===== config.mk =====
export PLATFORM = sky130hd
export DESIGN_NAME = pilot_command_tier_mixer_core
export DESIGN_NICKNAME = d
export VERILOG_FILES = /design/src/rtl/pctm_pkg.sv /design/src/rtl/pctm_accum.sv /design/src/rtl/pctm_ramp_mul.sv /design/src/rtl/pilot_command_tier_mixer_core.sv
export SDC_FILE = /design/constraint.sdc
export NUM_CORES = 1
export LEC_CHECK = 0
export BUFFER_PORTS_ARGS = -buffer_cell sky130_fd_sc_hd__buf_2
export CORE_MARGIN = 1
export CORE_UTILIZATION = 28
export CTS_CLUSTER_SIZE = 20
export DETAILED_ROUTE_END_ITERATION = 8
export GPL_ROUTABILITY_DRIVEN = 0
export GPL_TIMING_DRIVEN = 0
export PLACE_DENSITY = 0.48
export SLEW_MARGIN = 25
export SYNTH_ARGS = -nofsm -noshare
export SYNTH_HDL_FRONTEND = slang
export SYNTH_SLANG_ARGS = --single-unit

===== constraint.sdc =====
create_clock -name clk -period 12.75 [get_ports clk]
set_input_delay 1.275 -clock clk [delete_from_list [all_inputs] [get_ports clk]]
set_output_delay 1.275 -clock clk [all_outputs]
set_load 0.05 [all_outputs]

===== src/rtl/pctm_pkg.sv =====
// ----------------------------------------------------------------------------
// pctm_pkg
// Shared types, register codes and small arithmetic helpers of the pilot
// command tier mixer.
// ----------------------------------------------------------------------------
`default_nettype none

package pctm_pkg;

	localparam int AXIS_W = 16;
	localparam int SUM_W  = 19;
	localparam int TIER_W = 8;
	localparam int CNT_W  = 4;
	localparam int THR_W  = 16;
	localparam int MAG_W  = 19;
	localparam int PROD_W = 51;

	// Register codes, from paddr[3:2]
	localparam logic [1:0] REG_INVERT = 2'd0;
	localparam logic [1:0] REG_MODE   = 2'd1;
	localparam logic [1:0] REG_RAMP   = 2'd2;
	localparam logic [1:0] REG_START  = 2'd3;

	localparam logic [15:0] RAMP_RESET = 16'd256;

	localparam logic signed [SUM_W-1:0] AXIS_MAX_S = 19'sd32767;
	localparam logic signed [SUM_W-1:0] AXIS_MIN_S = -19'sd32767;

	// One command source
	typedef struct packed {
		logic                      active;
		logic signed [TIER_W-1:0]  prio;
		logic signed [AXIS_W-1:0]  roll;
		logic signed [AXIS_W-1:0]  pitch;
		logic signed [AXIS_W-1:0]  yaw;
		logic signed [AXIS_W-1:0]  rate;
		logic                      has_abs;
		logic [THR_W-1:0]          abs_val;
	} pctm_item_t;

	// Running state of the winning tier
	typedef struct packed {
		logic                      tier_seen;
		logic signed [TIER_W-1:0]  best_tier;
		logic signed [SUM_W-1:0]   roll_sum;
		logic signed [SUM_W-1:0]   pitch_sum;
		logic signed [SUM_W-1:0]   yaw_sum;
		logic signed [SUM_W-1:0]   rate_sum;
		logic                      abs_flag;
		logic [THR_W-1:0]          abs_val;
		logic [CNT_W-1:0]          count;
	} pctm_tier_t;

	// Saturating add of one axis sample into a running sum
	function automatic logic signed [SUM_W-1:0] sat_add(
		input logic signed [SUM_W-1:0]  s,
		input logic signed [AXIS_W-1:0] v
	);
		logic signed [SUM_W:0] t;
		t = {s[SUM_W-1], s} + {{(SUM_W+1-AXIS_W){v[AXIS_W-1]}}, v};
		if (t[SUM_W] != t[SUM_W-1]) begin
			sat_add = t[SUM_W] ? {1'b1, {(SUM_W-1){1'b0}}} : {1'b0, {(SUM_W-1){1'b1}}};
		end else begin
			sat_add = t[SUM_W-1:0];
		end
	endfunction

	// Clamp a running sum to the symmetric unit range
	function automatic logic signed [AXIS_W-1:0] clamp_axis(
		input logic signed [SUM_W-1:0] s
	);
		if (s > AXIS_MAX_S) begin
			clamp_axis = AXIS_MAX_S[AXIS_W-1:0];
		end else if (s < AXIS_MIN_S) begin
			clamp_axis = AXIS_MIN_S[AXIS_W-1:0];
		end else begin
			clamp_axis = s[AXIS_W-1:0];
		end
	endfunction

endpackage

`default_nettype wire


===== src/rtl/pctm_accum.sv =====
// ----------------------------------------------------------------------------
// pctm_accum
// Tier accumulator: tracks the highest active tier and sums its sources.
// Exposes the state as it stands after the item on the input.
// ----------------------------------------------------------------------------
`default_nettype none

module pctm_accum
	import pctm_pkg::*;
#(
	parameter int MAX_SOURCES = 8
) (
	input  wire        clk,
	input  wire        arst_n,
	input  wire        accept,
	input  wire        last,
	input  wire pctm_item_t item,
	output pctm_tier_t tier_nxt
);

	localparam int CAP_I = (MAX_SOURCES > 15) ? 15 : MAX_SOURCES;
	localparam logic [CNT_W-1:0] CAP = CNT_W'(CAP_I);

	pctm_tier_t tier_q;
	pctm_tier_t base;
	logic       restart;
	logic       take;

	// Restart on a higher tier, then mix if the tier still has room
	always_comb begin
		restart = item.active && (!tier_q.tier_seen || (item.prio > tier_q.best_tier));
		base = tier_q;
		if (restart) begin
			base           = '0;
			base.tier_seen = 1'b1;
			base.best_tier = item.prio;
		end
		take = item.active && (item.prio == base.best_tier) && (base.count < CAP);
		tier_nxt = base;
		if (take) begin
			tier_nxt.roll_sum  = sat_add(base.roll_sum, item.roll);
			tier_nxt.pitch_sum = sat_add(base.pitch_sum, item.pitch);
			tier_nxt.yaw_sum   = sat_add(base.yaw_sum, item.yaw);
			tier_nxt.rate_sum  = sat_add(base.rate_sum, item.rate);
			tier_nxt.count     = base.count + 1'b1;
			if (item.has_abs) begin
				tier_nxt.abs_flag = 1'b1;
				tier_nxt.abs_val  = item.abs_val;
			end
		end
	end

	// Advance on each transfer; drop the tier once the tick closes
	always_ff @(posedge clk or negedge arst_n) begin
		if (!arst_n) begin
			tier_q <= '0;
		end else if (accept) begin
			tier_q <= last ? '0 : tier_nxt;
		end
	end

endmodule

`default_nettype wire


===== src/rtl/pctm_ramp_mul.sv =====
// ----------------------------------------------------------------------------
// pctm_ramp_mul
// Bit-serial shift-add multiplier for the throttle ramp step. First pass
// forms ramp_rate * tick_dt, second pass multiplies that by the rate magnitude.
// One multiplier bit per cycle, over the 19 multiplier bits of each pass.
// ----------------------------------------------------------------------------
`default_nettype none

module pctm_ramp_mul
	import pctm_pkg::*;
(
	input  wire               clk,
	input  wire               arst_n,
	input  wire               start,
	input  wire  [15:0]       ramp_rate,
	input  wire  [15:0]       tick_dt,
	input  wire  [MAG_W-1:0]  mag,
	output logic              busy,
	output logic [PROD_W-1:0] product
);

	localparam int STEPS = MAG_W;
	localparam int CW    = $clog2(STEPS);
	localparam int MW    = PROD_W - MAG_W;

	logic          busy_q;
	logic          phase_q;
	logic [CW-1:0] cnt_q;
	logic [MW-1:0] mcand_q;
	logic [MW-1:0] hi_q;
	logic [MAG_W-1:0] lo_q;
	logic [MAG_W-1:0] mag_q;
	logic [MW:0]   sum;
	logic [PROD_W-1:0] prod_next;
	logic          last_step;

	// One partial product per cycle, shifted out at the low end
	assign sum       = {1'b0, hi_q} + {1'b0, (lo_q[0] ? mcand_q : {MW{1'b0}})};
	assign prod_next = {sum, lo_q[MAG_W-1:1]};
	assign last_step = (cnt_q == CW'(STEPS - 1));

	// Sequence the two passes
	always_ff @(posedge clk or negedge arst_n) begin
		if (!arst_n) begin
			busy_q  <= 1'b0;
			phase_q <= 1'b0;
			cnt_q   <= '0;
		end else if (start) begin
			busy_q  <= 1'b1;
			phase_q <= 1'b0;
			cnt_q   <= '0;
		end else if (busy_q) begin
			if (last_step) begin
				cnt_q <= '0;
				if (!phase_q) begin
					phase_q <= 1'b1;
				end else begin
					busy_q <= 1'b0;
				end
			end else begin
				cnt_q <= cnt_q + 1'b1;
			end
		end
	end

	// Shift the datapath
	always_ff @(posedge clk) begin
		if (start) begin
			mcand_q <= MW'(ramp_rate);
			hi_q    <= '0;
			lo_q    <= MAG_W'(tick_dt);
			mag_q   <= mag;
		end else if (busy_q) begin
			if (last_step && !phase_q) begin
				mcand_q <= prod_next[MW-1:0];
				hi_q    <= '0;
				lo_q    <= mag_q;
			end else begin
				hi_q <= sum[MW:1];
				lo_q <= {sum[0], lo_q[MAG_W-1:1]};
			end
		end
	end

	assign busy    = busy_q;
	assign product = {hi_q, lo_q};

endmodule

`default_nettype wire


===== src/rtl/pilot_command_tier_mixer_core.sv =====
// ----------------------------------------------------------------------------
// pilot_command_tier_mixer_core
// Priority-tier mixer of pilot command sources: sums the highest active tier,
// clamps the axes and sets the throttle at the end of each tick.
// ----------------------------------------------------------------------------
// Flow: a source that does not close the tick is taken and the next may be
// taken in the following cycle. A closing source goes to the done state with
// an absolute or stick throttle, else through the rate ramp, two 19-step
// passes of the bit-serial multiplier; the result then loads into the output
// register once it is free, and no source is taken until it is loaded there.
// Reset clears the tier, sets ramp_rate to 256 and throttle to start_throttle 0.
`default_nettype none

module pilot_command_tier_mixer_core
	import pctm_pkg::*;
#(
	parameter int MAX_SOURCES = 8
) (
	input  wire          clk,
	input  wire          arst_n,
	// source stream
	input  wire          s_tvalid,
	output logic         s_tready,
	// priority_req[7:0], roll_in[23:8], pitch_in[39:24], yaw_in[55:40],
	// throttle_rate_in[71:56], abs_throttle_in[87:72], tick_dt[103:88]
	input  wire  [103:0] s_tdata,
	// source_active[0], has_abs_throttle[1]
	input  wire  [1:0]   s_tuser,
	input  wire          s_tlast,
	// result stream
	output logic         m_tvalid,
	input  wire          m_tready,
	// roll_cmd[15:0], right_aileron[31:16], pitch_cmd[47:32], yaw_cmd[63:48],
	// throttle_out[79:64], winning_tier[87:80], active_count[91:88], zero[95:92]
	output logic [95:0]  m_tdata,
	// configuration
	input  wire          psel,
	input  wire          penable,
	input  wire          pwrite,
	input  wire  [3:0]   paddr,
	input  wire  [31:0]  pwdata,
	output logic [31:0]  prdata,
	output logic         pready
);

	localparam int CAP_I = (MAX_SOURCES > 15) ? 15 : MAX_SOURCES;
	localparam logic [CNT_W-1:0] CAP = CNT_W'(CAP_I);

	localparam logic [1:0] ST_IDLE = 2'd0;
	localparam logic [1:0] ST_MUL  = 2'd1;
	localparam logic [1:0] ST_DONE = 2'd2;

	logic [1:0]  state_q;

	// configuration registers
	logic        invert_q;
	logic        mode_q;
	logic [15:0] ramp_q;
	logic [15:0] start_q;
	logic [THR_W-1:0] level_q;
	logic        cfg_wr;
	logic [1:0]  reg_sel;

	// source side
	pctm_item_t  item;
	pctm_tier_t  tier_nxt;
	logic        in_xfer;
	logic        close_xfer;

	// closing snapshot
	logic signed [AXIS_W-1:0] roll_q, pitch_q, yaw_q;
	logic signed [TIER_W-1:0] tier_q;
	logic [CNT_W-1:0]         count_q;
	logic                     abs_flag_q;
	logic [THR_W-1:0]         abs_val_q;
	logic signed [SUM_W-1:0]  rate_q;
	logic                     use_stick_q;

	logic signed [AXIS_W-1:0] pitch_c;
	logic                     invert_c;
	logic [MAG_W-1:0]         mag_c;
	logic                     direct_c;

	// multiplier
	logic                     mul_start;
	logic                     mul_busy;
	logic [PROD_W-1:0]        product;

	// throttle and output
	logic signed [SUM_W:0]    stick_sum;
	logic [THR_W-1:0]         stick_thr;
	logic [28:0]              step;
	logic signed [30:0]       ramp_sum;
	logic [THR_W-1:0]         ramp_thr;
	logic [THR_W-1:0]         thr_c;
	logic                     out_load;
	logic                     m_tvalid_q;
	logic [95:0]              m_tdata_q;

	// Unpack the source transfer
	assign item.active  = s_tuser[0];
	assign item.prio    = s_tdata[7:0];
	assign item.roll    = s_tdata[23:8];
	assign item.pitch   = s_tdata[39:24];
	assign item.yaw     = s_tdata[55:40];
	assign item.rate    = s_tdata[71:56];
	assign item.has_abs = s_tuser[1];
	assign item.abs_val = s_tdata[87:72];

	assign s_tready   = (state_q == ST_IDLE);
	assign in_xfer    = s_tvalid && s_tready;
	assign close_xfer = in_xfer && s_tlast;

	pctm_accum #(
		.MAX_SOURCES(MAX_SOURCES)
	) u_accum (
		.clk      (clk),
		.arst_n   (arst_n),
		.accept   (in_xfer),
		.last     (s_tlast),
		.item     (item),
		.tier_nxt (tier_nxt)
	);

	// Configuration writes and reads
	assign pready  = 1'b1;
	assign reg_sel = paddr[3:2];
	assign cfg_wr  = psel && penable && pwrite && pready;

	always_comb begin
		case (reg_sel)
			REG_INVERT: prdata = {31'b0, invert_q};
			REG_MODE:   prdata = {31'b0, mode_q};
			REG_RAMP:   prdata = {16'b0, ramp_q};
			REG_START:  prdata = {16'b0, start_q};
			default:    prdata = '0;
		endcase
	end

	always_ff @(posedge clk or negedge arst_n) begin
		if (!arst_n) begin
			invert_q <= 1'b0;
			mode_q   <= 1'b0;
			ramp_q   <= RAMP_RESET;
			start_q  <= '0;
			level_q  <= '0;
		end else begin
			if (cfg_wr) begin
				case (reg_sel)
					REG_INVERT: invert_q <= pwdata[0];
					REG_MODE:   mode_q   <= pwdata[0];
					REG_RAMP:   ramp_q   <= pwdata[15:0];
					REG_START: begin
						start_q <= pwdata[15:0];
						level_q <= pwdata[15:0];
					end
					default: ;
				endcase
			end else if (out_load) begin
				level_q <= thr_c;
			end
		end
	end

	// Clamp the closing tier and pick the throttle path
	always_comb begin
		invert_c = invert_q && tier_nxt.tier_seen && (tier_nxt.best_tier == '0);
		pitch_c  = clamp_axis(tier_nxt.pitch_sum);
		if (invert_c) begin
			pitch_c = -pitch_c;
		end
		mag_c    = tier_nxt.rate_sum[SUM_W-1] ? MAG_W'(-tier_nxt.rate_sum)
		                                      : MAG_W'(tier_nxt.rate_sum);
		direct_c = tier_nxt.abs_flag || mode_q;
	end

	assign mul_start = close_xfer && !direct_c;

	// Hold the snapshot of the closing tick
	always_ff @(posedge clk) begin
		if (close_xfer) begin
			roll_q      <= clamp_axis(tier_nxt.roll_sum);
			pitch_q     <= pitch_c;
			yaw_q       <= clamp_axis(tier_nxt.yaw_sum);
			tier_q      <= tier_nxt.tier_seen ? tier_nxt.best_tier : '0;
			count_q     <= tier_nxt.count;
			abs_flag_q  <= tier_nxt.abs_flag;
			abs_val_q   <= tier_nxt.abs_val;
			rate_q      <= tier_nxt.rate_sum;
			use_stick_q <= mode_q;
		end
	end

	pctm_ramp_mul u_ramp_mul (
		.clk       (clk),
		.arst_n    (arst_n),
		.start     (mul_start),
		.ramp_rate (ramp_q),
		.tick_dt   (s_tdata[103:88]),
		.mag       (mag_c),
		.busy      (mul_busy),
		.product   (product)
	);

	// Throttle: absolute override, stick position or rounded ramp step
	always_comb begin
		stick_sum = {rate_q[SUM_W-1], rate_q} + (SUM_W+1)'(32768);
		if (stick_sum < 0) begin
			stick_thr = '0;
		end else if (stick_sum > (SUM_W+1)'(65535)) begin
			stick_thr = '1;
		end else begin
			stick_thr = stick_sum[THR_W-1:0];
		end

		step = {1'b0, product[PROD_W-1:23]} + 29'(product[22]);
		if (rate_q[SUM_W-1]) begin
			ramp_sum = 31'(level_q) - 31'(step);
		end else begin
			ramp_sum = 31'(level_q) + 31'(step);
		end
		if (ramp_sum < 0) begin
			ramp_thr = '0;
		end else if (ramp_sum > 31'sd65535) begin
			ramp_thr = '1;
		end else begin
			ramp_thr = ramp_sum[THR_W-1:0];
		end

		if (abs_flag_q) begin
			thr_c = abs_val_q;
		end else if (use_stick_q) begin
			thr_c = stick_thr;
		end else begin
			thr_c = ramp_thr;
		end
	end

	assign out_load = (state_q == ST_DONE) && (!m_tvalid_q || m_tready);

	// Sequence one closing tick
	always_ff @(posedge clk or negedge arst_n) begin
		if (!arst_n) begin
			state_q <= ST_IDLE;
		end else begin
			case (state_q)
				ST_IDLE: begin
					if (close_xfer) begin
						state_q <= direct_c ? ST_DONE : ST_MUL;
					end
				end
				ST_MUL: begin
					if (!mul_busy) begin
						state_q <= ST_DONE;
					end
				end
				ST_DONE: begin
					if (out_load) begin
						state_q <= ST_IDLE;
					end
				end
				default: state_q <= ST_IDLE;
			endcase
		end
	end

	// Output register
	always_ff @(posedge clk or negedge arst_n) begin
		if (!arst_n) begin
			m_tvalid_q <= 1'b0;
		end else if (out_load) begin
			m_tvalid_q <= 1'b1;
		end else if (m_tready) begin
			m_tvalid_q <= 1'b0;
		end
	end

	always_ff @(posedge clk) begin
		if (out_load) begin
			m_tdata_q <= {4'b0, count_q, tier_q, thr_c, yaw_q, pitch_q, -roll_q, roll_q};
		end
	end

	assign m_tvalid = m_tvalid_q;
	assign m_tdata  = m_tdata_q;

	// Checks
	a_mul_in_state: assert property (@(posedge clk) disable iff (!arst_n)
		mul_busy |-> (state_q == ST_MUL))
		else $error("multiplier busy outside the ramp state");

	a_mul_to_done: assert property (@(posedge clk) disable iff (!arst_n)
		(state_q == ST_MUL) && !mul_busy |=> (state_q == ST_DONE))
		else $error("ramp state not left when the multiplier finished");

	a_hold_result: assert property (@(posedge clk) disable iff (!arst_n)
		(state_q == ST_DONE) && m_tvalid && !m_tready |=> (state_q == ST_DONE))
		else $error("pending result overwritten");

	a_count_cap: assert property (@(posedge clk) disable iff (!arst_n)
		m_tvalid |-> (m_tdata[91:88] <= CAP))
		else $error("active count beyond the tier capacity");

	a_tier_count: assert property (@(posedge clk) disable iff (!arst_n)
		m_tvalid && (m_tdata[87:80] != 8'd0) |-> (m_tdata[91:88] != 4'd0))
		else $error("non-zero tier with no mixed source");

endmodule

`default_nettype wire

# [Yosys cells after proc, flatten, opt, wreduce, memory -nomap -nowiden]
# Cells that the tools add are included.
[word_totals] ff_bits=457 out_inout_bits=131
[op_classes] mux=54 eq_ne=15 order_cmp=12 addsub=14 n_reduce_logical=38
[op_table] operator="16-bit two-way mux" n=19
[op_table] operator="106-bit two-way mux" n=2
[op_table] operator="19-bit two-way mux" n=9
[op_table] operator="32-bit one-hot mux with 4 select lines" n=1
[op_table] operator="97-bit two-way mux" n=1
[op_table] operator="19-bit by 16-bit adder with 20-bit output" n=4
[op_table] operator="32-bit two-way mux" n=2
[op_table] operator="19-bit by 16-bit > comparator with 1-bit output (second input constant)" n=3
[op_table] operator="19-bit by 16-bit less-than comparator with 1-bit output (second input constant)" n=3
[op_table] operator="32-bit by 32-bit adder with 33-bit output" n=1
[op_table] operator="16-bit negator" n=2
[op_table] operator="31-bit by 17-bit > comparator with 1-bit output (second input constant)" n=1
[op_table] operator="31-bit by 1-bit less-than comparator with 1-bit output (second input constant)" n=1
[op_table] operator="31-bit two-way mux" n=1
[op_table] operator="16-bit by 29-bit adder with 30-bit output" n=1
[op_table] operator="16-bit by 29-bit subtractor with 30-bit output" n=1
[op_table] operator="28-bit by 1-bit adder with 29-bit output" n=1
[op_table] operator="19-bit by 17-bit adder with 20-bit output (second input constant)" n=1
[op_table] operator="20-bit by 17-bit > comparator with 1-bit output (second input constant)" n=1
[op_table] operator="20-bit by 1-bit less-than comparator with 1-bit output (second input constant)" n=1
[op_table] operator="19-bit negator" n=1
[op_table] operator="18-bit two-way mux" n=1
[op_table] operator="17-bit two-way mux" n=1
[op_table] operator="2-bit AND reduction" n=8
[op_table] operator="23 further kinds" n=66

# [Depth between registers and ports, before layout]
# Gate-level depths: netlist of run 1.
[depth] ltp_word=13 mapped_depth=42

# [By module]
# Synthesis of run 1 repeated with hierarchy kept, for this count alone.
[unflattened] hier_cells=3067 hier_area_um2=29375.7
[by_module_without_submodules] module="pilot_command_tier_mixer_core" n_inst=1 area_each_um2=13422.9 seq_area_each_um2=6972.9 cells_each=1224
[by_module_without_submodules] module="pctm_accum" n_inst=1 area_each_um2=10093.4 seq_area_each_um2=2652.5 cells_each=1274
[by_module_without_submodules] module="pctm_ramp_mul" n_inst=1 area_each_um2=5859.4 seq_area_each_um2=2727.6 cells_each=569

# [Worst setup path after synthesis of run 1]
# OpenSTA, ideal clock, no wires.
[synth_path] path_type="input-to-reg" from="input s_tdata[7]" to="register pitch_q[12] (data pin)" path_buffers=6 required_ns=12.485 cell_stages=39 arrival_time_ns=8.554 setup_slack_ns=3.930 cell_sequence="ha_1 nand2_1 a2111oi_0 o221ai_1 nand3_1 clkbuf_1 clkbuf_1 clkbuf_1 clkbuf_1 and2_1 ha_1 fa_1 a21oi_1 o21ai_0 nand3_1 a31oi_1 o211ai_1 nand2_1 (+3 left out) xnor2_1 ha_1 clkbuf_1 nand3_1 o211ai_1 o22ai_1 and3_1 a31oi_1 clkbuf_1 nand2_1 inv_1 ha_1 inv_1 nor2_1 nor4b_1 a21oi_1 and3_1 or3_1"
[synth_between] elab_chain_cells=13 elab_cells_between_ends=22
[synth_lines] element="from (decl)" line_no="pilot_command_tier_mixer_core.sv:26" text="input wire [103:0] s_tdata,"
[synth_lines] element="8-bit > comparator" line_no="pctm_accum.sv:31" text="restart = item.active && (!tier_q.tier_seen || (item.prio > tier_q.best_tier));"
[synth_lines] element="1-bit logical OR" line_no="pctm_accum.sv:31"
[synth_lines] element="1-bit logical AND" line_no="pctm_accum.sv:31"
[synth_lines] element="106-bit two-way mux" line_no="pctm_accum.sv:33" text="if (restart) begin"
[synth_lines] element="19-bit by 16-bit adder with 20-bit output or 8-bit equality test (tied branches)" line_no="pctm_pkg.sv:60, pctm_accum.sv:38"
[synth_lines] element="19-bit two-way mux, or another cell as far along" line_no="pctm_pkg.sv:62" text="sat_add = t[SUM_W] ? {1'b1, {(SUM_W-1){1'b0}}} : {1'b0, {(SUM_W-1){1'b1}}};"
[synth_lines] element="19-bit two-way mux or 1-bit logical AND (tied branches)" line_no="pctm_pkg.sv:61, pctm_accum.sv:38"
[synth_lines] element="97-bit two-way mux" line_no="pctm_accum.sv:40" text="if (take) begin"
[synth_lines] element="19-bit by 16-bit less-than comparator with 1-bit output" line_no="pctm_pkg.sv:74" text="end else if (s < AXIS_MIN_S) begin"
[synth_lines] element="16-bit two-way mux" line_no="pctm_pkg.sv:74"
[synth_lines] element="16-bit two-way mux" line_no="pctm_pkg.sv:72" text="if (s > AXIS_MAX_S) begin"
[synth_lines] element="16-bit negator" line_no="pilot_command_tier_mixer_core.sv:170" text="pitch_c = -pitch_c;"
[synth_lines] element="16-bit two-way mux *" line_no="pilot_command_tier_mixer_core.sv:169" text="if (invert_c) begin"
[synth_lines] element="net pitch_c[12]" line_no="pilot_command_tier_mixer_core.sv:79" text="logic signed [AXIS_W-1:0] pitch_c;"
[synth_lines] element="to (signal assigned)" line_no="pilot_command_tier_mixer_core.sv:183" text="pitch_q <= pitch_c;"
[synth_lines] element="to (decl)" line_no="pilot_command_tier_mixer_core.sv:71" text="logic signed [AXIS_W-1:0] roll_q, pitch_q, yaw_q;"
# The timed path passes the listed nets; every way through them passes the cells marked *.
# A chain may end at the register's enable or synchronous reset.

# [Worst setup path in the final report of run 1]
# Ends and elaborated chain as after synthesis.

==> summary.md, run 1 <==
| Metric | Value |
|---|---|
| Slew margin rel. | `30.42%` |
| Synth Flop Type | `edfxtp_1` |
| Die Area | `105,900 µm²` |
| Synth Instances | `3,136` |
| Setup CP Type | `input pin to flip-flop` |
| P per Cell Area | `257.8 nW/µm²` |
| Seq/Total Area, Yosys | `42.19%` |
| Number of global-route vias before repair | `24,610` |
| Initial DRT Pass Iterations | `6` |
| VDD IR max | `0.1376 mV` |
| # IOs | `281` |
| ANT nets after route | `0` |
| Gr usage total | `19.37%` |
| Num Clock Sinks | `456` |
| Commonest cells after routing, fill and taps aside | `406 x nand2_1, 243 x buf_2, 239 x edfxtp_1, 222 x a21oi_1, 196 x o21ai_0` |
| Synthesized flop and latch total | `456` |
| Hold_ws | `0.4158 ns` |
| # setup viols final | `0` |
| Final Max Slew Viols | `0` |
| Synth-to-layout area growth | `17.90%` |
| CP startpoint kind | `input pin` |
| Initial Util | `28.25%` |
| WL per Instance | `21.56 µm` |
| Vias per inst | `5.170` |
| Leading cell type in the layout, fill and taps excluded | `nand2_1` |
| Number of synthesized flops with an enable pin | `239` |
| Required time of the critical path | `13.17 ns` |
| Post-route DRC | `0` |
| Worst min path class | `flip-flop to flip-flop` |
| Mapped Area | `29,280 µm²` |
| Port Buffers | `240` |
| CP Capture Type | `flip-flop` |
| CTS root buf | `clkbuf_16` |
| Cts bufs inserted | `55` |
| Final period util | `92.30%` |
| CP Data Arrival Time | `12.18 ns` |
| Max FO, Critical Path | `10` |
| Max-cap violations | `0` |
| Total gr overflow | `0` |
| Worst-path clk slew | `0.07 ns` |
| Post-synthesis cell type count | `96` |
| HPWL after DPL | `81,860 µm` |
| Leak | `14.49 nW` |
| Die X | `325.4 µm` |
| Final TNS setup | `0 ns` |
| Worst slew pin tran | `1.030 ns` |
| Layout Skew | `0.04399 ns` |
| Tmin final | `11.77 ns` |
| Core area | `103,600 µm²` |
| Fraction of layout cells with a size suffix above 1 | `12.60%` |
| Global-route wire length before repair | `156,500 µm` |
| Nets | `3,780` |
| PostCTS Resize Cnt | `0` |
| Drt total wl | `105,400 µm` |
| Fmax | `0.08498 GHz` |
| Clock Path Buffers | `3` |
| Synthesized area per cell | `9.338 µm²` |
| CTS tree | `done` |
| Largest net degree at the start of global routing | `80` |
| RSZ-0062 raised after global routing | `false` |
| Slowest CP cell | `clkbuf_1` |
| Antenna violations before repair | `9` |
| Fraction of registers with async set/reset | `36.40%` |
| Synth warn | `0` |
| 1st-iter DRT viols | `1,894` |
| # rows | `118` |
| Count of final hold-check violations | `0` |
| Setup bufs post-CTS | `0` |
| Hold-fix buffers at CTS | `0` |
| Via count | `25,270` |
| Die height | `325.4 µm` |
| CP max stage delay | `0.68 ns` |
| Worst skew pair latency | `0.67 ns` |
| H-tree Lvls | `2` |
| Run status | `completed` |
| Cell repeated most along the worst path | `clkbuf_1` |
layout make-up:
class                   count  area, µm²
fillers                 10830      69120
multi-input cells        2427      15910
flip-flops and latches    456      12350
well taps                1380       1727
repair buffers            249       1451
clock buffers              61       1429
plain buffers             164      711.9
clock inverters            42      536.8
inverters                 108      405.4
diodes                      1      2.502
cell families (layout without fill, tap and decap cells):
family | count (synthesis) | in the layout | share of synthesized area [%]
simple gates | 1071 | 1071 | 17.91
compound gates | 931 | 931 | 21.19
flops | 456 | 456 | 42.19
buf+inv | 272 | 624 | 3.811
fa+ha+maj | 169 | 169 | 7.400
xor+xnor | 169 | 169 | 5.080
mux | 66 | 66 | 2.393
other cells | 2 | 22 | 0.02565
where the power goes:
part           internal [mW]  total (mW)  switching, mW
Sequential              2.12        2.47          0.348
Combinational           1.68        4.71           3.03
Clock                   1.02        1.73          0.708
Total                   4.81        8.90           4.09
synthesized netlist by cell type, types with 12 or more instances:
cell type,instances,area share (%)
a211oi_1,26,0.67
a21o_1,58,1.5
a21oi_1,222,3.8
a22o_1,92,2.8
a22oi_1,15,0.38
a2bb2oi_1,12,0.36
a31oi_1,46,0.98
and2_1,127,2.7
and3_1,32,0.68
and4_1,13,0.39
buf_1,18,0.23
buf_4,24,0.62
clkbuf_1,118,1.5
dfrtp_1,165,14
dfxtp_1,51,3.5
edfxtp_1,239,25
ha_1,162,6.9
inv_1,107,1.4
mux2_2,22,0.85
mux2i_1,43,1.5
nand2_1,406,5.2
nand2b_1,34,0.73
nand3_1,58,0.99
nand4_1,20,0.43
nor2_1,179,2.3
nor2b_1,42,0.90
nor3_1,54,0.92
nor4_1,27,0.58
o211ai_1,20,0.51
o21a_1,47,1.2
o21ai_0,196,3.3
o21bai_1,20,0.51
o22ai_1,13,0.28
o31ai_1,30,0.77
or2_2,12,0.26
or3_1,29,0.62
xnor2_1,103,3.1
xor2_1,65,1.9
sequential cells by signal (all words and copies together), names as in the netlist, 2 cells and up:
name                cells
u_ramp_mul.lo_q        19
u_ramp_mul.cnt_q        5
u_ramp_mul.hi_q        32
ramp_q                 16
level_q                16
rate_q                 19
state_q                 2
m_tdata                91
u_accum.tier_q        106
yaw_q                  16
count_q                 4
pitch_q                16
abs_val_q              16
u_ramp_mul.mcand_q     32
roll_q                 16
start_q                16
tier_q                  8
u_ramp_mul.mag_q       19
critical path, delay by kind of cell:
kind	cells	cell delay (ns)
AOI/OAI and AO/OA	11	3.53
xor gates and xnor gates	1	0.15
adders and majority gates	5	1.33
buffers and inverters	9	3.31
and+or+nand+nor	14	2.58
layer usage:
metal	routed length [µm]	vias up	GRT usage, %
met1	46910	12220	25.81
met5	80	-	0
met2	48170	727	31.26
met3	6341	175	3.317
met4	3901	12	7.297
li1	-	12140	-
per-stage QoR:
stage / instances / worst slack [ns] / util, % / cell area (µm²) / power, mW
final: 4888 / 0.9823 / 33.31 / 34530 / 8.902
after global routing: 4888 / 0.2403 / 33.31 / 34530 / 9.479
after CTS: 4887 / 1.106 / 33.31 / 34520 / 8.898
after detailed placement: 4784 / 0.4017 / 31.41 / 32560 / 7.119
after global placement: 4775 / 0.3679 / 31.15 / 32280 / 7.122
after floorplan: 3155 / 3.930 / - / 29350 / 5.637
final timing paths:
path / depth (start not counted) / slack, ns / from / end
worst max-delay path: 40 / 0.98 / s_tdata[7] / pitch_q[12]
worst min-delay path: 0 / 0.42 / pitch_q[15] / m_tdata[47]
worst max register to register: 40 / 1.28 / u_accum.tier_q[104] / pitch_q[12]
worst min register to register: 0 / 0.42 / pitch_q[15] / m_tdata[47]
max in group asynchronous: 2 / 11.44 / arst_n / ramp_q[8]
min in group asynchronous: 1 / 0.48 / arst_n / u_accum.tier_q[68]
No activity file was read; power rests on OpenSTA's default activity.
==> run 2, diff against run 1 <==
--- a/config.mk
+++ b/config.mk
@@ -5,6 +5,7 @@
 export SDC_FILE = /design/constraint.sdc
 export NUM_CORES = 1
 export LEC_CHECK = 0
+export ABC_AREA = 1
 export BUFFER_PORTS_ARGS = -buffer_cell sky130_fd_sc_hd__buf_2
 export CORE_MARGIN = 1
 export CORE_UTILIZATION = 28
==> constraint.sdc (replaced) <==
create_clock -name clk -period 11.1 [get_ports clk]
set_input_delay 1.11 -clock clk [delete_from_list [all_inputs] [get_ports clk]]
set_output_delay 1.11 -clock clk [all_outputs]
set_load 0.05 [all_outputs]
==> run 2 against run 1 <==
Net effect:
- core utilization about the same
- clock skew is 0.027 ns lower
- register-to-register slack improved by 1.8 ns
- wire length shrank 7.8%
- sequential share of layout area is 0.077 points higher
- sequential power is 6% higher
- critical endpoint is now u_ramp_mul.mag_q[9]
- largest power group unchanged
- highest routed layer unchanged
==> summary.md, run 2 <==
| Metric | Value |
|---|---|
| Number of global-route vias before repair | `24,680 (+0.28%)` |
| Top area cells in the synthesized netlist | `edfxtp_1 25%, dfrtp_1 14%, nand2_1 11%, inv_1 7.3%, ha_1 6.9%` |
| Mapped Area | `29,260 µm² (about the same)` |
| Pwr Total | `8.840 mW (-0.69%)` |
| R2R cell count | `41 (+2.5%)` |
| Vias per inst | `4.673 (-9.6%)` |
| Synth Flop Type | `edfxtp_1` |
| Synthesized area per cell | `7.913 µm² (-15%)` |
| Clock Path Buffers | `3 (unchanged)` |
| Logic pwr share | `48.8% (-4.1 points)` |
| Gr usage total | `18.08% (-1.3 points)` |
| FF-to-FF Start | `u_accum.tier_q[102]` |
| Core area | `103,500 µm² (-0.14%)` |
| Top Registers | `u_accum.tier_q (106), m_tdata (91)` |
| Port Buffers | `241 (+0.42%)` |
| # setup viols final | `0 (unchanged)` |
| Num Clock Sinks | `456 (unchanged)` |
| RSZ-0062 raised after global routing | `false` |
| Number of flip-flops in the largest register | `106 (unchanged)` |
| CP Capture Type | `flip-flop` |
| Seq/Total Area, Yosys | `42.22% (about the same)` |
| Area occupied by registers | `12,350 µm² (unchanged)` |
| Die X | `325.3 µm (about the same)` |
| Slew margin rel. | `34.24% (+3.8 points)` |
| CP startpoint kind | `input pin` |
| Required time of the critical path | `11.49 ns (-1.68 ns)` |
| Hold-fix buffers at CTS | `0 (unchanged)` |
| Post-synth top area share | `24.53% (about the same)` |
| Synth-to-layout area growth | `17.74%` |
| Internal power | `4.833 mW (+0.39%)` |
| Die height | `325.3 µm (about the same)` |
| Worst setup path endpoint | `u_ramp_mul.mag_q[9]` |
| Reg-to-Reg End | `u_ramp_mul.mag_q[9]` |
| Run status | `completed` |
| Leak | `16.80 nW (+16%)` |
| Fraction of registers with async set/reset | `36.40% (unchanged)` |
| Slowest CP cell | `a31oi_2` |
| Post-synthesis cell type count | `68 (-29%)` |
| Setup bufs post-CTS | `0 (unchanged)` |
| Largest Register | `u_accum.tier_q` |
| Synthesized flop and latch total | `456 (unchanged)` |
| ANT nets after route | `0 (unchanged)` |
| VDD IR max | `0.1450 mV (+5.3%)` |
| Switch share | `45.33% (-0.59 points)` |
| CTS root buf | `clkbuf_16` |
| Worst skew pair latency | `0.65 ns (-0.02 ns)` |
| Global-route wire length before repair | `147,400 µm (-5.8%)` |
| Largest net degree at the start of global routing | `82 (+2.5%)` |
| Setup slack, reg-to-reg | `3.12 ns (+1.84 ns)` |
| Layout fillers | `11,100 (+2.5%)` |
| Post-route DRC | `0 (unchanged)` |
| Initial Util | `28.27% (about the same)` |
| Final period util | `73.24%` |
| Nets | `4,346 (+15%)` |
| Layout Skew | `0.01682 ns (-0.02717 ns)` |
| Cts bufs inserted | `56 (+1.8%)` |
| CP Data Arrival Time | `8.52 ns (-3.66 ns)` |
| Number of synthesized flops with an enable pin | `239 (unchanged)` |
| H-tree Lvls | `2 (unchanged)` |
| Via count | `25,510 (+0.96%)` |
| Tmin final | `8.130 ns` |
| Yosys top cell by area | `edfxtp_1` |
| # rows | `118 (unchanged)` |
| Final TNS setup | `0 ns (unchanged)` |
| Synth cell count leaders | `842 x nand2_1, 568 x inv_1, 306 x nor2_1` |
| Worst-path clk slew | `0.06 ns (about the same)` |
| Antenna violations before repair | `7 (-2)` |
| # IOs | `281 (unchanged)` |
| Total gr overflow | `0 (unchanged)` |
| CP max stage delay | `0.55 ns (-0.13 ns)` |
| Clock Power Share | `21.5% (+2.1 points)` |
| Reg power frac | `29.6% (+1.9 points)` |
| Max FO, Critical Path | `10 (unchanged)` |
| Most frequent cell after synthesis | `nand2_1` |
| Final Max Slew Viols | `0 (unchanged)` |
| Synth Instances | `3,698 (+18%)` |
| Initial DRT Pass Iterations | `5 (-1)` |
| CTS tree | `done` |
| Fraction of layout cells with a size suffix above 1 | `12.91% (+0.30 points)` |
| P per Cell Area | `256.6 nW/µm² (-0.48%)` |
| Commonest cells after routing, fill and taps aside | `842 x nand2_1, 568 x inv_1, 304 x nor2_1, 263 x buf_2, 239 x edfxtp_1` |
| PostCTS Resize Cnt | `0 (unchanged)` |
| Worst Setup SP | `s_tdata[5]` |
| HPWL after DPL | `77,040 µm (-5.9%)` |
| Setup CP Type | `input pin to flip-flop` |
| Worst slew pin tran | `0.9774 ns (-0.05285 ns)` |
| Multi-input logic area | `14,070 µm² (-12%)` |
| Psw | `4.007 mW (-2.0%)` |
| WL per Instance | `17.80 µm (-17%)` |
| Worst min path class | `input pin to async pin` |
| Leading cell type in the layout, fill and taps excluded | `nand2_1` |
| Die Area | `105,800 µm² (about the same)` |
| Drt total wl | `97,160 µm (-7.8%)` |
| Max-cap violations | `0 (unchanged)` |
| Synth warn | `0 (unchanged)` |
| Count of final hold-check violations | `0 (unchanged)` |
| Fmax | `0.1230 GHz` |
| 1st-iter DRT viols | `1,690 (-11%)` |
[run 2: cells by family after synthesis]
logic type               Yosys count  share of synthesized area, %
buffers and inverters            718                         10.03
AND/OR/NAND/NOR                 1482                         21.50
other                              2                       0.02567
AO/OA/AOI/OAI                    718                         14.20
XOR/XNOR                         153                         4.631
adder cells (fa/ha/maj)          169                         7.406
flip-flops                       456                         42.22
[run 2: worst max-delay path: cells and delay by family]
kind | cells | cell delay, ns
adders and majority gates | 3 | 0.94
AOI/OAI and AO/OA | 9 | 1.85
xor gates and xnor gates | 2 | 0.44
and+or+nand+nor | 13 | 1.42
buffers and inverters | 14 | 2.70
[run 2: per-layer routing]
layer	routed length (µm)	GRT usage [%]	part of all wire, %
met5	45	0	0.046
met4	2016	4.461	2.1
met2	46830	31.13	48
met1	43730	23.84	45
met3	4550	2.299	4.7
[run 2: final cells by class]
cell class                 instances  area share [%]
antenna                            4         0.02905
buffer                           138           2.197
clock buffer                      71           4.500
clock inverter                    35          0.9806
inverter                         580           6.319
multi-input combinational       2543           40.83
sequential                       456           35.86
tap                             1380           5.012
timing repair buffer             252           4.278
[run 2: power by group through the flow]
stage / combinational [mW] / sequential, mW / clock (mW)
after global routing: 4.82 / 2.67 / 2.03
after floorplan: 2.83 / 2.84 / 0
after CTS: 4.33 / 2.63 / 1.97
final: 4.32 / 2.62 / 1.90
after global placement: 4.25 / 2.70 / 0
after detailed placement: 4.30 / 2.66 / 0
[run 2: metrics by stage]
| step | instances | hold WS, ns | setup WS, ns | area [µm²] | utilization, % |
|---|---|---|---|---|---|
| floorplan | 3717 | 0.4003 | 3.370 | 29330 | - |
| global placement | 5338 | 0.4018 | -1.883 | 32260 | 31.17 |
| detailed placement | 5349 | 0.4052 | 2.306 | 32550 | 31.45 |
| CTS | 5455 | 0.2166 | 3.009 | 34440 | 33.28 |
| global route | 5455 | 0.2298 | 2.404 | 34440 | 33.28 |
| finish | 5459 | 0.2688 | 2.970 | 34450 | 33.29 |
[run 2: worst min path at each step]
stage / start / to / slack (ns) / cells past startpoint
after global routing: arst_n / u_accum.tier_q[97] / 0.23 / 1
after floorplan: pitch_q[0] / m_tdata[32] / 0.40 / 0
after detailed placement: count_q[2] / m_tdata[90] / 0.41 / 0
after CTS: arst_n / u_accum.tier_q[98] / 0.22 / 1
final: arst_n / u_accum.tier_q[65] / 0.27 / 1
after global placement: tier_q[4] / m_tdata[84] / 0.40 / 0
==> run 3, diff against run 2 <==
==> constraint.sdc (replaced) <==
create_clock -name clk -period 8.43 [get_ports clk]
set_input_delay 0.843 -clock clk [delete_from_list [all_inputs] [get_ports clk]]
set_output_delay 0.843 -clock clk [all_outputs]
set_load 0.05 [all_outputs]
==> run 3 against run 2 <==
Net effect:
- worst hold slack improved by 0.14 ns
- design area rose by 0.10%
- global-route usage did not move
- clock skew rose by 0.0041 ns
- register-to-register slack got worse by 2.5 ns
- clock power rose by 32%
- setup slack got worse by 2.4 ns
- core utilization barely moved
- via count rose by 0.24%
- first-iteration DRC count rose by 1.5%
- non-clock buffer count rose by 4
- critical path type is now flip-flop to flip-flop
- highest routed layer unchanged
==> summary.md, run 3 (same netlist as run 2, synthesis figures left out) <==
| Metric | Value |
|---|---|
| P per Cell Area | `337.6 nW/µm² (+32%)` |
| Die height | `325.3 µm (unchanged)` |
| CTS tree | `done` |
| Worst slew pin tran | `1.108 ns (+0.1304 ns)` |
| Leak | `16.83 nW (+0.13%)` |
| Worst min path class | `flip-flop to flip-flop` |
| Largest net degree at the start of global routing | `82 (unchanged)` |
| Count of final hold-check violations | `0 (unchanged)` |
| Antenna violations before repair | `7 (unchanged)` |
| Layout Cells excl Fill | `5,463 (+0.073%)` |
| Dpl ws | `-0.09673 ns (-2.403 ns)` |
| Via count | `25,570 (+0.24%)` |
| Total gr overflow | `0 (unchanged)` |
| Cell repeated most along the worst path | `nand2_1` |
| Hold_ws | `0.4104 ns (+0.1415 ns)` |
| Port Buffers | `241 (unchanged)` |
| Layout fillers | `11,100 (-0.018%)` |
| Slowest CP cell | `dfrtp_1` |
| Placed Cells | `5,349 (unchanged)` |
| Gr usage total | `18.08% (unchanged)` |
| HPWL after DPL | `77,040 µm (unchanged)` |
| WL per Instance | `17.78 µm (-0.10%)` |
| # IOs | `281 (unchanged)` |
| Synth-to-layout area growth | `17.86%` |
| Final period util | `93.17%` |
| Final WS setup | `0.5761 ns (-2.394 ns)` |
| ANT nets after route | `0 (unchanged)` |
| Die X | `325.3 µm (unchanged)` |
| Num Clock Sinks | `456 (unchanged)` |
| # setup viols final | `0 (unchanged)` |
| Largest Register | `u_accum.tier_q` |
| Pwr Total | `11.64 mW (+32%)` |
| CP max stage delay | `0.40 ns (-0.15 ns)` |
| Worst skew pair latency | `0.65 ns (about the same)` |
| 1st-iter DRT viols | `1,716 (+1.5%)` |
| Tmin final | `7.854 ns` |
| H-tree Lvls | `2 (unchanged)` |
| Post-layout util | `33.32% (+0.034 points)` |
| Vias per inst | `4.681 (+0.17%)` |
| Layout Skew | `0.02089 ns (+0.004074 ns)` |
| Number of global-route vias before repair | `24,680 (unchanged)` |
| Max-cap violations | `0 (unchanged)` |
| Nets | `4,350 (+0.092%)` |
| Commonest cells after routing, fill and taps aside | `842 x nand2_1, 568 x inv_1, 304 x nor2_1, 263 x buf_2, 239 x edfxtp_1` |
| Initial Util | `28.27% (unchanged)` |
| Drt total wl | `97,140 µm (about the same)` |
| Number of flip-flops in the largest register | `106 (unchanged)` |
| Final Max Slew Viols | `0 (unchanged)` |
| Setup CP Type | `flip-flop to flip-flop` |
| CP startpoint kind | `flip-flop` |
| Leading cell type in the layout, fill and taps excluded | `nand2_1` |
| CP Capture Type | `flip-flop` |
| Max FO, Critical Path | `10 (unchanged)` |
| Initial DRT Pass Iterations | `6 (+1)` |
| Fmax | `0.1273 GHz` |
| CP Data Arrival Time | `8.30 ns (-0.22 ns)` |
| Required time of the critical path | `8.88 ns (-2.61 ns)` |
| Core area | `103,500 µm² (unchanged)` |
| Slew margin rel. | `25.46% (-8.8 points)` |
| VDD IR max | `0.1898 mV (+31%)` |
| Worst-path clk slew | `0.06 ns (about the same)` |
| Die Area | `105,800 µm² (unchanged)` |
| CTS root buf | `clkbuf_16` |
| Post-route DRC | `0 (unchanged)` |
| Clock Path Buffers | `3 (unchanged)` |
| Fraction of layout cells with a size suffix above 1 | `13.02% (+0.11 points)` |
| Global-route wire length before repair | `147,400 µm (unchanged)` |
| RSZ-0062 raised after global routing | `false` |
| # rows | `118 (unchanged)` |
| Run status | `completed` |
| Cts bufs inserted | `56 (unchanged)` |
| Top Registers | `u_accum.tier_q (106), m_tdata (91)` |
[run 3: changes by cell type in the layout (fill, tap and decap cells not counted)]
cell	before	now
clkbuf_1	74	72
o21ai_0	209	208
buf_4	30	33
a21boi_0	8	7
dlygate4sd3_1	0	1
a21boi_1	4	5
o21ai_1	20	21
clkbuf_2	0	2
[run 3: power breakdown]
group | switching, mW | total, mW | internal, mW
combinational | 3.86 | 5.69 | 1.83
sequential | 0.364 | 3.45 | 3.09
clock | 1.05 | 2.50 | 1.46
[run 3: path summary, 6_finish.rpt]
path,start,endpoint,slack (ns),cells after the start
max,u_accum.tier_q[100],u_ramp_mul.mag_q[14],0.58,43
min,yaw_q[11],m_tdata[59],0.41,0
max reg2reg,u_accum.tier_q[100],u_ramp_mul.mag_q[14],0.58,43
min reg2reg,yaw_q[11],m_tdata[59],0.41,0
max in group asynchronous,arst_n,u_accum.tier_q[45],6.81,4
min in group asynchronous,arst_n,u_accum.tier_q[65],0.59,2
[run 3: layout make-up]
class                   count  area [µm²]  area share, %
repair buffers            256        1506          4.368
plain buffers             138       759.5          2.202
flip-flops and latches    456       12350          35.82
inverters                 580        2177          6.313
clock inverters            35       337.8         0.9796
clock buffers              71        1550          4.495
multi-input cells        2543       14070          40.79
diodes                      4       10.01        0.02902
well taps                1380        1727          5.007
[run 3: worst max-delay path, delay by kind of cell, from the launching register on]
kind / cells / cell delay (ns)
AOI/OAI and AO/OA: 9 / 1.52
buffers and inverters: 14 / 2.68
adders and majority gates: 3 / 0.90
and+or+nand+nor: 15 / 1.65
xor gates and xnor gates: 2 / 0.46
DFF: 1 / 0.40
[run 3: per-stage QoR]
stage | TNS (ns) | instance area (µm²)
final | 0 | 34490
after global routing | 0 | 34480
after CTS | 0 | 34450
after detailed placement | -0.4888 | 32550
after global placement | -596.72 | 32260
after floorplan | 0 | 29330
[run 3: repair_timing]
| item | CTS | global route |
|---|---|---|
| endpoints found under the setup margin | 0 | 13 |
| gates resized for setup | 0 | 6 |
| hold endpoints to repair | 11 | 0 |
| setup buffers | 0 | 3 |
| hold buffers | 1 | 0 |
[run 3: per-layer routing]
layer	vias up	wire length, µm	global-route usage, %
met4	6	1989	4.461
li1	12850	-	-
met2	574	46900	31.13
met1	12050	43820	23.84
met3	104	4386	2.299
met5	-	45	0
